[config.mk]
export PLATFORM = sky130hd
export DESIGN_NAME = escaped_packet_deframer
export DESIGN_NICKNAME = d
export VERILOG_FILES = /design/src/rtl/core/epdf_pkg.sv /design/src/rtl/core/epdf_input_stage.sv /design/src/rtl/core/epdf_parser.sv /design/src/rtl/core/epdf_output_stage.sv /design/src/rtl/core/escaped_packet_deframer.sv
export SDC_FILE = /design/constraint.sdc
export NUM_CORES = 1
export LEC_CHECK = 0
export ABC_CLOCK_PERIOD_IN_PS = 6500
export BUFFER_PORTS_ARGS = -buffer_cell sky130_fd_sc_hd__buf_4
export CORE_MARGIN = 2
export CORE_UTILIZATION = 25
export DETAILED_ROUTE_END_ITERATION = 8
export GPL_TIMING_DRIVEN = 0
export SKIP_LAST_GASP = 1
export SYNTH_ARGS = -nofsm -noshare
export SYNTH_HDL_FRONTEND = slang
export SYNTH_HIERARCHICAL = 1
export SYNTH_SLANG_ARGS = --single-unit
export TNS_END_PERCENT = 30
[constraint.sdc]
create_clock -name clock -period 6.5 [get_ports clock]
set_input_delay 0.65 -clock clock [delete_from_list [all_inputs] [get_ports clock]]
set_output_delay 0.65 -clock clock [all_outputs]
set_load 0.05 [all_outputs]
[src/rtl/core/epdf_pkg.sv]
// Shared types and constants for the escaped packet deframer.
package epdf_pkg;

   // Deframer phase
   typedef enum logic [1:0] {
      PH_HUNT    = 2'd0,
      PH_HEADER  = 2'd1,
      PH_PAYLOAD = 2'd2,
      PH_CHECK   = 2'd3
   } phase_type;

   // Result kind codes
   localparam logic [1:0] KIND_PAYLOAD = 2'd0;
   localparam logic [1:0] KIND_GOOD    = 2'd1;
   localparam logic [1:0] KIND_BAD     = 2'd2;

   // Header element positions
   localparam logic [1:0] HDR_CMD_LO = 2'd0;
   localparam logic [1:0] HDR_CMD_HI = 2'd1;
   localparam logic [1:0] HDR_LENGTH = 2'd2;
   localparam logic [1:0] HDR_PAGE   = 2'd3;

   // Register indexes
   localparam logic [1:0] CSR_START_BYTE    = 2'd0;
   localparam logic [1:0] CSR_ESCAPE_BYTE   = 2'd1;
   localparam logic [1:0] CSR_ESCAPE_MASK   = 2'd2;
   localparam logic [1:0] CSR_PAYLOAD_LIMIT = 2'd3;

   // Register reset values
   localparam logic [7:0] START_BYTE_RST    = 8'h02;
   localparam logic [7:0] ESCAPE_BYTE_RST   = 8'h10;
   localparam logic [7:0] ESCAPE_MASK_RST   = 8'h80;
   localparam logic [7:0] PAYLOAD_LIMIT_RST = 8'd63;

   typedef struct packed {
      logic [7:0] start_byte;
      logic [7:0] escape_byte;
      logic [7:0] escape_mask;
      logic [7:0] payload_limit;
   } cfg_type;

   typedef struct packed {
      logic [7:0]  payload_byte;
      logic [15:0] command_code;
      logic [7:0]  payload_length;
      logic [1:0]  kind;
      logic        last;
   } result_type;

endpackage

[src/rtl/core/epdf_input_stage.sv]
// Input register holding one received byte until the parser takes it.
module epdf_input_stage (
   input  logic       clock,
   input  logic       reset,
   input  logic       req_valid,
   output logic       req_stall,
   input  logic [7:0] req_rx_byte,
   input  logic       take,
   output logic       byte_valid,
   output logic [7:0] byte_data
);
   import epdf_pkg::*;

   logic       valid_ff, valid_in;
   logic [7:0] data_ff;
   logic       accept;

   // Stall only while a held beat cannot move on
   assign req_stall = valid_ff && !take;
   assign accept    = req_valid && !req_stall;
   assign valid_in  = accept || (valid_ff && !take);

   always_ff @(posedge clock) begin
      if (reset) begin
         valid_ff <= 1'b0;
      end else begin
         valid_ff <= valid_in;
      end
   end

   always_ff @(posedge clock) begin
      if (accept) begin
         data_ff <= req_rx_byte;
      end
   end

   assign byte_valid = valid_ff;
   assign byte_data  = data_ff;

endmodule

[src/rtl/core/epdf_parser.sv]
// Deframing state machine: unescape, header capture, payload count, checksum.
module epdf_parser (
   input  logic                 clock,
   input  logic                 reset,
   input  logic                 fire,
   input  logic [7:0]           rx_byte,
   input  epdf_pkg::cfg_type    cfg,
   output logic                 has_result,
   output epdf_pkg::result_type result
);
   import epdf_pkg::*;

   phase_type   phase_ff, phase_in;
   logic        esc_ff, esc_in;
   logic [1:0]  hidx_ff, hidx_in;
   logic [15:0] cmd_ff, cmd_in;
   logic [7:0]  len_ff, len_in;
   logic [7:0]  cnt_ff, cnt_in;
   logic [7:0]  sum_ff, sum_in;
   logic        elem_valid;
   logic [7:0]  elem;
   logic [7:0]  cnt_inc;

   // Element after unescape
   assign elem_valid = esc_ff || (rx_byte != cfg.escape_byte);
   assign elem       = esc_ff ? (rx_byte & ~cfg.escape_mask) : rx_byte;
   assign cnt_inc    = cnt_ff + 8'd1;

   // State register
   always_ff @(posedge clock) begin
      if (reset) begin
         phase_ff <= PH_HUNT;
         esc_ff   <= 1'b0;
         hidx_ff  <= HDR_CMD_LO;
      end else if (fire) begin
         phase_ff <= phase_in;
         esc_ff   <= esc_in;
         hidx_ff  <= hidx_in;
      end
   end

   always_ff @(posedge clock) begin
      if (fire) begin
         cmd_ff <= cmd_in;
         len_ff <= len_in;
         cnt_ff <= cnt_in;
         sum_ff <= sum_in;
      end
   end

   // Next state and result
   always_comb begin
      phase_in   = phase_ff;
      esc_in     = esc_ff;
      hidx_in    = hidx_ff;
      cmd_in     = cmd_ff;
      len_in     = len_ff;
      cnt_in     = cnt_ff;
      sum_in     = sum_ff;
      has_result = 1'b0;
      result.payload_byte   = 8'd0;
      result.command_code   = cmd_ff;
      result.payload_length = len_ff;
      result.kind           = KIND_PAYLOAD;
      result.last           = 1'b0;
      case (phase_ff)
         PH_HUNT: begin
            if (rx_byte == cfg.start_byte) begin
               phase_in = PH_HEADER;
               esc_in   = 1'b0;
               hidx_in  = HDR_CMD_LO;
               cmd_in   = 16'd0;
               len_in   = 8'd0;
               cnt_in   = 8'd0;
               sum_in   = rx_byte;
            end
         end
         PH_HEADER: begin
            sum_in = sum_ff + rx_byte;
            esc_in = !esc_ff && (rx_byte == cfg.escape_byte);
            if (elem_valid) begin
               case (hidx_ff)
                  HDR_CMD_LO: cmd_in[7:0]  = elem;
                  HDR_CMD_HI: cmd_in[15:8] = elem;
                  HDR_LENGTH: len_in = (elem > cfg.payload_limit) ? cfg.payload_limit : elem;
                  default:    ; // page element is ignored
               endcase
               if (hidx_ff == HDR_PAGE) begin
                  hidx_in  = HDR_CMD_LO;
                  cnt_in   = 8'd0;
                  phase_in = (len_ff == 8'd0) ? PH_CHECK : PH_PAYLOAD;
               end else begin
                  hidx_in = hidx_ff + 2'd1;
               end
            end
         end
         PH_PAYLOAD: begin
            sum_in = sum_ff + rx_byte;
            esc_in = !esc_ff && (rx_byte == cfg.escape_byte);
            if (elem_valid) begin
               has_result          = 1'b1;
               result.payload_byte = elem;
               cnt_in              = cnt_inc;
               if (cnt_inc >= len_ff) begin
                  phase_in = PH_CHECK;
               end
            end
         end
         PH_CHECK: begin
            esc_in = !esc_ff && (rx_byte == cfg.escape_byte);
            if (elem_valid) begin
               has_result  = 1'b1;
               result.kind = (elem == sum_ff) ? KIND_GOOD : KIND_BAD;
               result.last = 1'b1;
               phase_in    = PH_HUNT;
               esc_in      = 1'b0;
            end
         end
         default: begin
            phase_in = PH_HUNT;
         end
      endcase
   end

endmodule

[src/rtl/core/epdf_output_stage.sv]
// Result register: holds one result beat until the consumer takes it.
module epdf_output_stage (
   input  logic                 clock,
   input  logic                 reset,
   input  logic                 load,
   input  epdf_pkg::result_type result,
   output logic                 can_load,
   output logic                 rsp_valid,
   input  logic                 rsp_stall,
   output logic [7:0]           rsp_payload_byte,
   output logic [15:0]          rsp_command_code,
   output logic [7:0]           rsp_payload_length,
   output logic [1:0]           rsp_kind,
   output logic                 rsp_last
);
   import epdf_pkg::*;

   logic       valid_ff, valid_in;
   result_type data_ff;

   // Free when empty or draining this cycle
   assign can_load = !valid_ff || !rsp_stall;
   assign valid_in = load || (valid_ff && rsp_stall);

   always_ff @(posedge clock) begin
      if (reset) begin
         valid_ff <= 1'b0;
      end else begin
         valid_ff <= valid_in;
      end
   end

   always_ff @(posedge clock) begin
      if (load) begin
         data_ff <= result;
      end
   end

   assign rsp_valid          = valid_ff;
   assign rsp_payload_byte   = data_ff.payload_byte;
   assign rsp_command_code   = data_ff.command_code;
   assign rsp_payload_length = data_ff.payload_length;
   assign rsp_kind           = data_ff.kind;
   assign rsp_last           = data_ff.last;

endmodule

[src/rtl/core/escaped_packet_deframer.sv]
// Top level of the escaped packet deframer.
//
//  channel  | handshake          | beat
//  ---------+--------------------+------------------------------------------
//  req      | req_valid/stall    | rx_byte
//  rsp      | rsp_valid/stall    | payload_byte, command_code, payload_length,
//           |                    | kind, last
//  csr      | csr_write_enable   | csr_index, csr_data
//
// One byte per cycle sustained unless a stalled result holds it; each byte is
// registered in the input register and its result, if any, in the result one.
// Synchronous active-high reset clears all valids and returns to hunting.
// A stalled result blocks only bytes that make a result; bytes that make none
// (hunting, header, escape) still pass the parser while the result waits.
module escaped_packet_deframer (
   input  logic        clock,
   input  logic        reset,
   input  logic        req_valid,
   output logic        req_stall,
   input  logic [7:0]  req_rx_byte,
   output logic        rsp_valid,
   input  logic        rsp_stall,
   output logic [7:0]  rsp_payload_byte,
   output logic [15:0] rsp_command_code,
   output logic [7:0]  rsp_payload_length,
   output logic [1:0]  rsp_kind,
   output logic        rsp_last,
   input  logic        csr_write_enable,
   input  logic [1:0]  csr_index,
   input  logic [7:0]  csr_data
);
   import epdf_pkg::*;

   cfg_type    cfg_ff;
   logic       byte_valid;
   logic [7:0] byte_data;
   logic       has_result;
   result_type result;
   logic       can_load;
   logic       advance;
   logic       load;

   // Configuration registers
   always_ff @(posedge clock) begin
      if (reset) begin
         cfg_ff.start_byte    <= START_BYTE_RST;
         cfg_ff.escape_byte   <= ESCAPE_BYTE_RST;
         cfg_ff.escape_mask   <= ESCAPE_MASK_RST;
         cfg_ff.payload_limit <= PAYLOAD_LIMIT_RST;
      end else if (csr_write_enable) begin
         case (csr_index)
            CSR_START_BYTE:    cfg_ff.start_byte    <= csr_data;
            CSR_ESCAPE_BYTE:   cfg_ff.escape_byte   <= csr_data;
            CSR_ESCAPE_MASK:   cfg_ff.escape_mask   <= csr_data;
            CSR_PAYLOAD_LIMIT: cfg_ff.payload_limit <= csr_data;
            default:           ;
         endcase
      end
   end

   // A byte moves on unless its result has nowhere to go
   assign advance = byte_valid && (!has_result || can_load);
   assign load    = advance && has_result;

   epdf_input_stage u_input (
      .clock       (clock),
      .reset       (reset),
      .req_valid   (req_valid),
      .req_stall   (req_stall),
      .req_rx_byte (req_rx_byte),
      .take        (advance),
      .byte_valid  (byte_valid),
      .byte_data   (byte_data)
   );

   epdf_parser u_parser (
      .clock      (clock),
      .reset      (reset),
      .fire       (advance),
      .rx_byte    (byte_data),
      .cfg        (cfg_ff),
      .has_result (has_result),
      .result     (result)
   );

   epdf_output_stage u_output (
      .clock              (clock),
      .reset              (reset),
      .load               (load),
      .result             (result),
      .can_load           (can_load),
      .rsp_valid          (rsp_valid),
      .rsp_stall          (rsp_stall),
      .rsp_payload_byte   (rsp_payload_byte),
      .rsp_command_code   (rsp_command_code),
      .rsp_payload_length (rsp_payload_length),
      .rsp_kind           (rsp_kind),
      .rsp_last           (rsp_last)
   );

`ifndef SYNTH
   // A waiting result is never overwritten
   a_no_overwrite: assert property (@(posedge clock) disable iff (reset)
      load |-> !(rsp_valid && rsp_stall))
      else $error("result register overwritten while stalled");

   // A held byte that cannot advance stays held
   a_byte_kept: assert property (@(posedge clock) disable iff (reset)
      (byte_valid && !advance) |=> byte_valid)
      else $error("input byte lost");

   // Status results carry last, payload results do not
   a_last_kind: assert property (@(posedge clock) disable iff (reset)
      rsp_valid |-> (rsp_last == (rsp_kind != KIND_PAYLOAD)))
      else $error("last does not match kind");

   // Only defined kinds are sent
   a_kind_code: assert property (@(posedge clock) disable iff (reset)
      rsp_valid |-> (rsp_kind == KIND_PAYLOAD || rsp_kind == KIND_GOOD ||
                     rsp_kind == KIND_BAD))
      else $error("undefined result kind");
`endif

endmodule

---- After elaboration in Yosys (flattened, before gate mapping) ----
Index checks and enable logic that the tools add are counted.
word-level totals
  flip-flop bits (word level) ............. 122
  bits of input ports ..................... 23
  output and inout port bits .............. 37
  logic and storage cells ................. 125
cells by class
  add/sub/neg operators ................... 3
  $lt $le $gt $ge ......................... 2
  equality and inequality tests ........... 22
  multiplexer cells ....................... 36
  bitwise logic cells ..................... 2
  reduce and logical (&&, ||, !) cells .... 40
operator list
  operator               number
  $mux W8                11
  $mux W16               2
  $pmux W16 S2           1
  $pmux W8 S2            2
  $eq A8 B8 Y1           3
  $pmux W8 S3            1
  $mux W2                10
  $reduce_and A5 Y1      3
  $reduce_and A2 Y1      7
  $eq A2 B2 Y1 const B   6
  $ne A2 B1 Y1 const B   6
  $add A8 B1 Y8 const B  1
  $add A8 B8 Y8          1
  $and A8 B8 Y8          1
  $ge A8 B8 Y1           1
  $gt A8 B8 Y1           1
  $logic_not A8 Y1       1
  $ne A8 B8 Y1           1
  $not A8 Y8             1
  $pmux W2 S4            1
  $reduce_and A7 Y1      1
  $eq A2 B1 Y1 const B   3
  $logic_and A1 B1 Y1    6
  $logic_not A1 Y1       6
  13 further kinds       28

---- Depth between registers and ports, before layout ----
Gate-level depths: netlist of the first run.
  word-level depth ........................ 12
  gate-level depth with buffers ........... 12
  gate-level depth less buffers ........... 11

---- Modules after synthesis ----
The synthesis of the first run kept the hierarchy.
by module, submodules not included
  module                   instances  cells an instance  area an instance (µm²)  sequential area each (µm²)
  epdf_parser              1          320                3,165.5                 1,301.2
  escaped_packet_deframer  1          129                1,325.0                 640.6
  epdf_output_stage        1          39                 1,083.5                 1,071.0
  epdf_input_stage         1          12                 290.3                   260.2

---- Least setup slack after synthesis of the first run ----
Ideal clock, no wire load.
  path kind ............................... reg-to-reg
  start ................................... register u_input.data_ff[4], in the netlist u_input/byte_data[4]
  end ..................................... register u_parser.cnt_ff[0] (enable)
  setup time .............................. 383 ps
  arrival time ............................ 3,028 ps
  required time ........................... 6,117 ps
  setup slack ............................. 3,089 ps
  cell stages (with the launch flop) ...... 11
  path buffers ............................ 2
  period minus slack after synthesis ...... 3,411 ps
  cells stage by stage .................... edfxtp_1 > xnor2_1 > nand3_1 > or4_1 > buf_2 > clkbuf_1 > nand2_1 > nand2_1 > a21boi_0 > nand2_1 > nor3_1
on the way
  word-level cells in the longest chain between the ends .. 8
  elaborated cells between the ends (all ways) .. 12
  those cells by class .................... 5 x eq/ne; 2 x mux; 5 x reduce/logical
RTL lines
  item                         RTL line                                RTL
  start: declaration           epdf_input_stage.sv:15                  logic [7:0] data_ff;
  start signal: assignment     epdf_input_stage.sv:33                  data_ff <= req_rx_byte;
  $ne A8 B8 Y1                 epdf_parser.sv:25                       assign elem_valid = esc_ff || (rx_byte != cfg.escape_byte);
  $logic_or A1 B1 Y1           epdf_parser.sv:25
  $mux W1                      epdf_parser.sv:100, epdf_parser.sv:111
  $mux W1                      --
  named net has_result         escaped_packet_deframer.sv:37           logic has_result;
  $logic_not A1 Y1             escaped_packet_deframer.sv:62           assign advance = byte_valid && (!has_result || can_load);
  $logic_or A1 B1 Y1           escaped_packet_deframer.sv:62
  $logic_and A1 B1 Y1          escaped_packet_deframer.sv:62
  named net advance            escaped_packet_deframer.sv:40           logic advance;
  $reduce_and A6 Y1 (no line)  --
  end signal: assignment       epdf_parser.sv:46                       cnt_ff <= cnt_in;
  end: declaration             epdf_parser.sv:18                       logic [7:0] cnt_ff, cnt_in;
The timed path passes the listed nets, and every way through them passes these cells.
A chain may end at the register's enable or synchronous reset.

---- Worst setup path in the final report of the first run ----
  start ................................... register u_input.data_ff[6], in the netlist u_input/byte_data[6]
  end ..................................... register u_parser.cnt_ff[5] (enable)
The elaborated chain is that of the path after synthesis.

==> results of run 1 <==
## critical path, delay by kind of cell, from the launching register on
family / cells / cell delay, ns
AND/OR/NAND/NOR: 6 / 2.32
XOR/XNOR: 1 / 0.22
AO/OA/AOI/OAI: 1 / 0.64
buffers and inverters: 2 / 0.42
flip-flops: 1 / 0.55
## through the flow
step / cell area, µm² / instances / utilization / hold slack [ns] / setup WS, ns
finish: 7320 / 909 / 0.315 / 0.415 / 1.96
floorplan: 5860 / 500 / - / 0.400 / 3.09
CTS: 7320 / 909 / 0.315 / 0.390 / 1.94
global route: 7320 / 909 / 0.315 / 0.386 / 1.68
detailed placement: 6710 / 878 / 0.288 / 0.405 / 1.96
global placement: 6710 / 878 / 0.288 / 0.404 / 1.99
## path summary, 6_finish.rpt
check / start / end / slack [ns]
max: u_input/byte_data[6]$_DFFE_PP_ / u_parser/cnt_ff[5]$_SDFFCE_PN0P_ / 1.96
min: req_rx_byte[0] / u_input/byte_data[0]$_DFFE_PP_ / 0.41
max reg2reg: u_input/byte_data[6]$_DFFE_PP_ / u_parser/cnt_ff[5]$_SDFFCE_PN0P_ / 1.96
min reg2reg: u_parser/cmd_ff[9]$_SDFFCE_PN0P_ / u_output/rsp_command_code[9]$_DFFE_PP_ / 0.41
## routing by layer
metal	GRT usage	up-vias	routed length (µm)
met3	0.0352	7	568
met1	0.152	1795	6430
met2	0.174	77	5980
met5	0	-	0
li1	-	1915	-
met4	0.0286	0	63
## report_power, final
part / switching [mW] / leakage [nW] / internal (mW) / total, mW
Combinational: 0.0513 / 1.66 / 0.0468 / 0.0981
Clock: 0.361 / 0.294 / 0.611 / 0.972
Sequential: 0.0124 / 1.13 / 0.834 / 0.846
## cells by family after synthesis
| logic type | count (synthesis) | synth area share |
|---|---|---|
| simple gates | 163 | 0.147 |
| flops | 122 | 0.558 |
| fa+ha+maj | 34 | 0.0738 |
| xor+xnor | 34 | 0.0508 |
| buf+inv | 54 | 0.0365 |
| compound gates | 46 | 0.0523 |
| mux | 47 | 0.0813 |
## registers in the layout (all words and copies together) (netlist names), 8 cells and up
signal,cells
u_parser/cnt_ff,8
u_parser/cmd_ff,16
u_output/rsp_payload_length,8
u_output/rsp_payload_byte,8
u_input/byte_data,8
u_output/rsp_command_code,16
u_parser/len_ff,8
u_parser/sum_ff,8
cfg_ff,32
## cell type report
type                            count  area, µm²
Clock inverter                     14        186
Multi-Input combinational cell    324       2380
Clock buffer                       17        425
Sequential cell                   122       3270
Timing Repair Buffer               59        443
Tap cell                          319        399
Inverter                           37        139
Buffer                             17       75.1
Fill cell                        2456      15900
## cell usage after synthesis, types with 2 or more instances
| library cell | instances |
|---|---|
| nand3_1 | 11 |
| ha_1 | 33 |
| mux2i_1 | 42 |
| buf_1 | 2 |
| a21o_1 | 2 |
| and3b_1 | 2 |
| xor2_1 | 4 |
| nand2b_1 | 37 |
| edfxtp_1 | 83 |
| and2_1 | 9 |
| a21oi_1 | 13 |
| o21ai_0 | 6 |
| mux2_2 | 5 |
| o31ai_1 | 3 |
| xnor2_1 | 30 |
| nand2_1 | 31 |
| nand3b_1 | 3 |
| dfxtp_1 | 39 |
| o22a_1 | 2 |
| nor3_1 | 6 |
| clkbuf_1 | 11 |
| nor2b_1 | 5 |
| nand4_1 | 8 |
| a21boi_0 | 8 |
| nor2_1 | 33 |
| or4_1 | 2 |
| o21a_1 | 4 |
| buf_2 | 3 |
| inv_1 | 37 |
| and3_1 | 11 |
| o211ai_1 | 2 |
==> impl_metrics.csv, run 1 <==
group,metric,value,unit
worst_setup_path,cp_slowest_stage_delay,1.05,ns
floorplan,die_h,157,µm
global_routing,grt_max_degree,37,
logic_synthesis,postSynth.asyncResetShare,0,
worst_setup_path,crit_chain,"xnor2_1, nand3_1, or4_1, buf_2, clkbuf_1, nand2_1, nand2_1, a21boi_0, nand2_1, nor3_1",
logic_synthesis,yosysTopAreaCellShare,0.425,
drt,vias,3794,
clocking,clockBufferDepth,2,
placed_design,portBuffers,59,
run_status,status,"finished, final reports clean",
global_routing,grt_usage,0.112,
layout,diodes,0,
global_routing,grt_pass1_wl,20.7,mm
placed_design,routabilityCongestion,0.768,
worst_hold_path,min_path_cells,1,
logic_synthesis,yosys-top-cells-area,"edfxtp_1, dfxtp_1, mux2i_1, ha_1, xnor2_1",
worst_setup_path,cp_max_fo,10,
placed_design,dp_hpwl,9.68,mm
drt,vias_per_cell,4.17,
clocking,cts_tree,"built",
clocking,clock_latency,0.42,ns
worst_setup_path,cp.arrival,4.56,ns
sta,finalSetupViolations,0,
drt,drc,0,
logic_synthesis,synth-seq-cells,122,
clocking,cts_root_buf,"clkbuf_16",
drt,ant_nets,0,
floorplan,ios,60,
sta,max_slew_margin,0.191,
drt,avgRoutedWirePerCell,14.4,µm
floorplan,die_w,157,µm
clocking,cts_sinks,122,
layout,drive_gt1_frac,0.171,
drt,drt_iter0_drc,206,
sta,finalMaxSlewViolations,0,
flow_run,drv_cap,0,
sta,tightest_slew,1.20,ns
clocking,cts.hold.buffers_added,0,
logic_synthesis,yosysSeqAreaShare,0.558,
layout,final_common_cell,"edfxtp_1",
clocking,cts_buffers,17,
layout,layout_common_cells,"edfxtp_1, buf_4, mux2i_1",
logic_synthesis,synthesis.area,5860,µm²
floorplan,coreArea,23300,µm²
logic_synthesis,syn_inst,500,
global_routing,antenna_found_initial,0,
logic_synthesis,ys.flop_type,"edfxtp_1",
worst_setup_path,rr_worst_depth,10,
clocking,path_clk_slew,0.06,ns
global_routing,grt_pass1_vias,3777,
worst_setup_path,start_kind,"flop",
global_routing,grt_overflow,0,
sta,rsz0062_at_grt,"no",
clocking,cts_resized,0,
worst_setup_path,crit_path_frequent_cell,"nand2_1",
power,finalPower,1.92,mW
floorplan,dieArea,24700,µm²
clocking,post_cts_buffers,0,
power,p_per_area,262,nW/µm²
layout,area_delta_synth_final,24.8,%
sta,clock_skew,0.0137,ns
sta,post-route-period-util,0.698,
logic_synthesis,avgSynthCellArea,11.7,µm²
worst_setup_path,critPathKind,"reg2reg",
drt,wirelength,13.1,mm
clocking,ctsHtreeMaxLevel,4,
worst_setup_path,worstSetupEndpointType,"flop",
logic_synthesis,yosys.area.top_type,"edfxtp_1",
power,p_leak,3.07,nW
logic_synthesis,ys_types,44,
floorplan,rows,56,
sta,hold_viol_final,0,
sta,min_period,4.54,ns
drt,dr.pass1.iters,4,
layout,nets,635,
sta,setup_tns,0,ns
worst_hold_path,hold_path_class,"in2reg",
power,max-vdd-ir-drop,0.129,mV
worst_setup_path,crit_slowest_cell,"nor3_1",
logic_synthesis,yosys_warnings,6,
floorplan,start_util,0.252,
logic_synthesis,synth_nets,557,
logic_synthesis,synth_edf_count,83,
sta,fmax,220,MHz
worst_setup_path,critical_path_required,6.53,ns
No activity file was read; power rests on OpenSTA's default activity.
==> run 2: changes to the inputs <==
--- a/config.mk
+++ b/config.mk
@@ -5,7 +5,7 @@
 export SDC_FILE = /design/constraint.sdc
 export NUM_CORES = 1
 export LEC_CHECK = 0
-export ABC_CLOCK_PERIOD_IN_PS = 6500
+export ABC_CLOCK_PERIOD_IN_PS = 3900
 export BUFFER_PORTS_ARGS = -buffer_cell sky130_fd_sc_hd__buf_4
 export CORE_MARGIN = 2
 export CORE_UTILIZATION = 25
==> constraint.sdc (replaced) <==
create_clock -name clock -period 3.9 [get_ports clock]
set_input_delay 0.39 -clock clock [delete_from_list [all_inputs] [get_ports clock]]
set_output_delay 0.39 -clock clock [all_outputs]
set_load 0.05 [all_outputs]
==> run 2 against run 1 <==
Routed wire length grew 0.48%. First-iteration DRC count is 11% higher. Cell count up 0.11%. Sequential share of layout area is 0.45 points lower. Maximum frequency is 22% higher. Setup slack got worse by 1.8 ns. Register-to-register slack worse by 1.8 ns. Utilization grew 0.32 points. Combinational power is 67% higher. Via count fell by 0.55%. Critical path type unchanged.
==> impl_metrics.csv, run 2 (synthesis results as in run 1) <==
group,metric,value,unit
layout,multiInputGateArea,2430,µm²
global_routing,globalRoute.busiestLayer,"met2",
floorplan,dieArea,24700,µm²
placed_design,dpl-instance-area,6710,µm²
sta,fmax,269,MHz
flow_run,drv_cap,0,
placed_design,portBuffers,59,
drt,dr.pass1.iters,4,
worst_setup_path,cp_max_fo,10,
worst_setup_path,worstSetupEndpointType,"flop",
floorplan,die_w,157,µm
global_routing,grt_use_met2,0.175,
sta,finalMaxSlewViolations,0,
power,p_leak,3.09,nW
sta,rsz0062_at_grt,"no",
clocking,clock_latency,0.42,ns
drt,drt_iter0_drc,228,
floorplan,coreArea,23300,µm²
layout,fillers,2449,
clocking,ctsHtreeMaxLevel,4,
drt,vias_per_cell,4.15,
global_routing,grt_usage,0.113,
layout,layout_common_cells,"edfxtp_1, buf_4, mux2i_1",
clocking,cts_sinks,122,
power,p_per_area,432,nW/µm²
layout,final_common_cell,"edfxtp_1",
layout,drive_gt1_frac,0.183,
clocking,cts_buffers,17,
clocking,cts_root_buf,"clkbuf_16",
global_routing,grt_overflow,0,
sta,setup_ws,0.178,ns
layout,largest_register_ffs,32,
worst_setup_path,cp.arrival,3.76,ns
global_routing,grt_max_degree,37,
layout,final_area,7390,µm²
global_routing,grt_pass1_vias,3795,
sta,hold_viol_final,0,
worst_hold_path,hold_path_class,"in2reg",
power,max-vdd-ir-drop,0.216,mV
sta,clock_skew,0.0117,ns
global_routing,grt.met1_usage,0.152,
layout,area_delta_synth_final,26.1,%
drt,wirelength,13.1,mm
sta,max_slew_margin,0.332,
sta,tightest_slew,0.994,ns
placed_design,place_ws,-0.643,ns
floorplan,ios,60,
power,finalPower,3.20,mW
worst_setup_path,critical_path_required,3.94,ns
clocking,cts_tree,"built",
layout,largest-register,"cfg_ff",
sta,whs,0.151,ns
layout,nets,636,
global_routing,antenna_found_initial,0,
drt,ant_nets,0,
sta,setup_tns,0,ns
sta,finalSetupViolations,0,
clocking,clockBufferDepth,2,
worst_setup_path,start_kind,"flop",
floorplan,rows,56,
drt,vias,3773,
global_routing,grt_pass1_wl,20.7,mm
clocking,path_clk_slew,0.06,ns
drt,drc,0,
floorplan,start_util,0.252,
run_status,status,"finished, final reports clean",
floorplan,die_h,157,µm
sta,min_period,3.72,ns
clocking,cts.hold.buffers_added,0,
sta,post-route-period-util,0.954,
layout,regArea,3270,µm²
worst_setup_path,critPathKind,"reg2reg",
drt,avgRoutedWirePerCell,14.4,µm
placed_design,routabilityCongestion,0.768,
global_routing,use_met3,0.0352,
placed_design,dp_hpwl,9.68,mm
layout,diodes,0,
run 2: area by class of cell:
| type | count | area share |
|---|---|---|
| Buffer | 17 | 0.0102 |
| Clock buffer | 17 | 0.0575 |
| Clock inverter | 14 | 0.0252 |
| Inverter | 37 | 0.0188 |
| Multi-Input combinational cell | 324 | 0.329 |
| Sequential cell | 122 | 0.443 |
| Tap cell | 319 | 0.0540 |
| Timing Repair Buffer | 60 | 0.0626 |
run 2: path summary, 6_finish.rpt:
kind                                         start                                endpoint  slack (ns)  cells past startpoint
hold reg to reg   u_parser/cmd_ff[9]$_SDFFCE_PN0P_  u_output/rsp_command_code[9]$_DFFE_PP_        0.42                      0
hold / removal                      req_rx_byte[0]          u_input/byte_data[0]$_DFFE_PP_        0.15                      1
setup reg to reg    u_input/byte_data[7]$_DFFE_PP_          u_input/byte_data[3]$_DFFE_PP_        0.18                     10
setup / recovery    u_input/byte_data[7]$_DFFE_PP_          u_input/byte_data[3]$_DFFE_PP_        0.18                     10
run 2: worst max-delay path, cell delays in order (launching register included):
cell      delay, ns
edfxtp_1       0.55
xnor2_1        0.22
nand3_1        0.11
or4_1          0.53
buf_2          0.22
clkbuf_1       0.22
nand2_1        0.18
nand2_1        0.08
a21boi_1       0.46
nor2b_4        0.09
nor2b_1        0.69
run 2: routing by layer:
metal,part of all wire,up-vias
li1,-,1913
met1,0.48,1778
met2,0.47,78
met3,0.048,4
met4,0.0031,0
met5,0,-
run 2: power by group:
group | internal (mW) | switching, mW
sequential | 1.39 | 0.0205
combinational | 0.0783 | 0.0856
clock | 1.02 | 0.603
total | 2.49 | 0.710
run 2: metrics by stage:
| step | std cells | util |
|---|---|---|
| 3_5_place_dp | 878 | 0.288 |
| 3_3_place_gp | 878 | 0.288 |
| 2_1_floorplan | 500 | - |
| 5_1_grt | 910 | 0.318 |
| 6_report | 910 | 0.318 |
| 4_1_cts | 909 | 0.316 |
run 2: timing repair:
item                                   CTS  global route
setup endpoints to repair               41            41
pin swaps                                0             1
gates resized for setup                  7             5
buffers inserted                         0             1
endpoints found under the hold margin    0             0
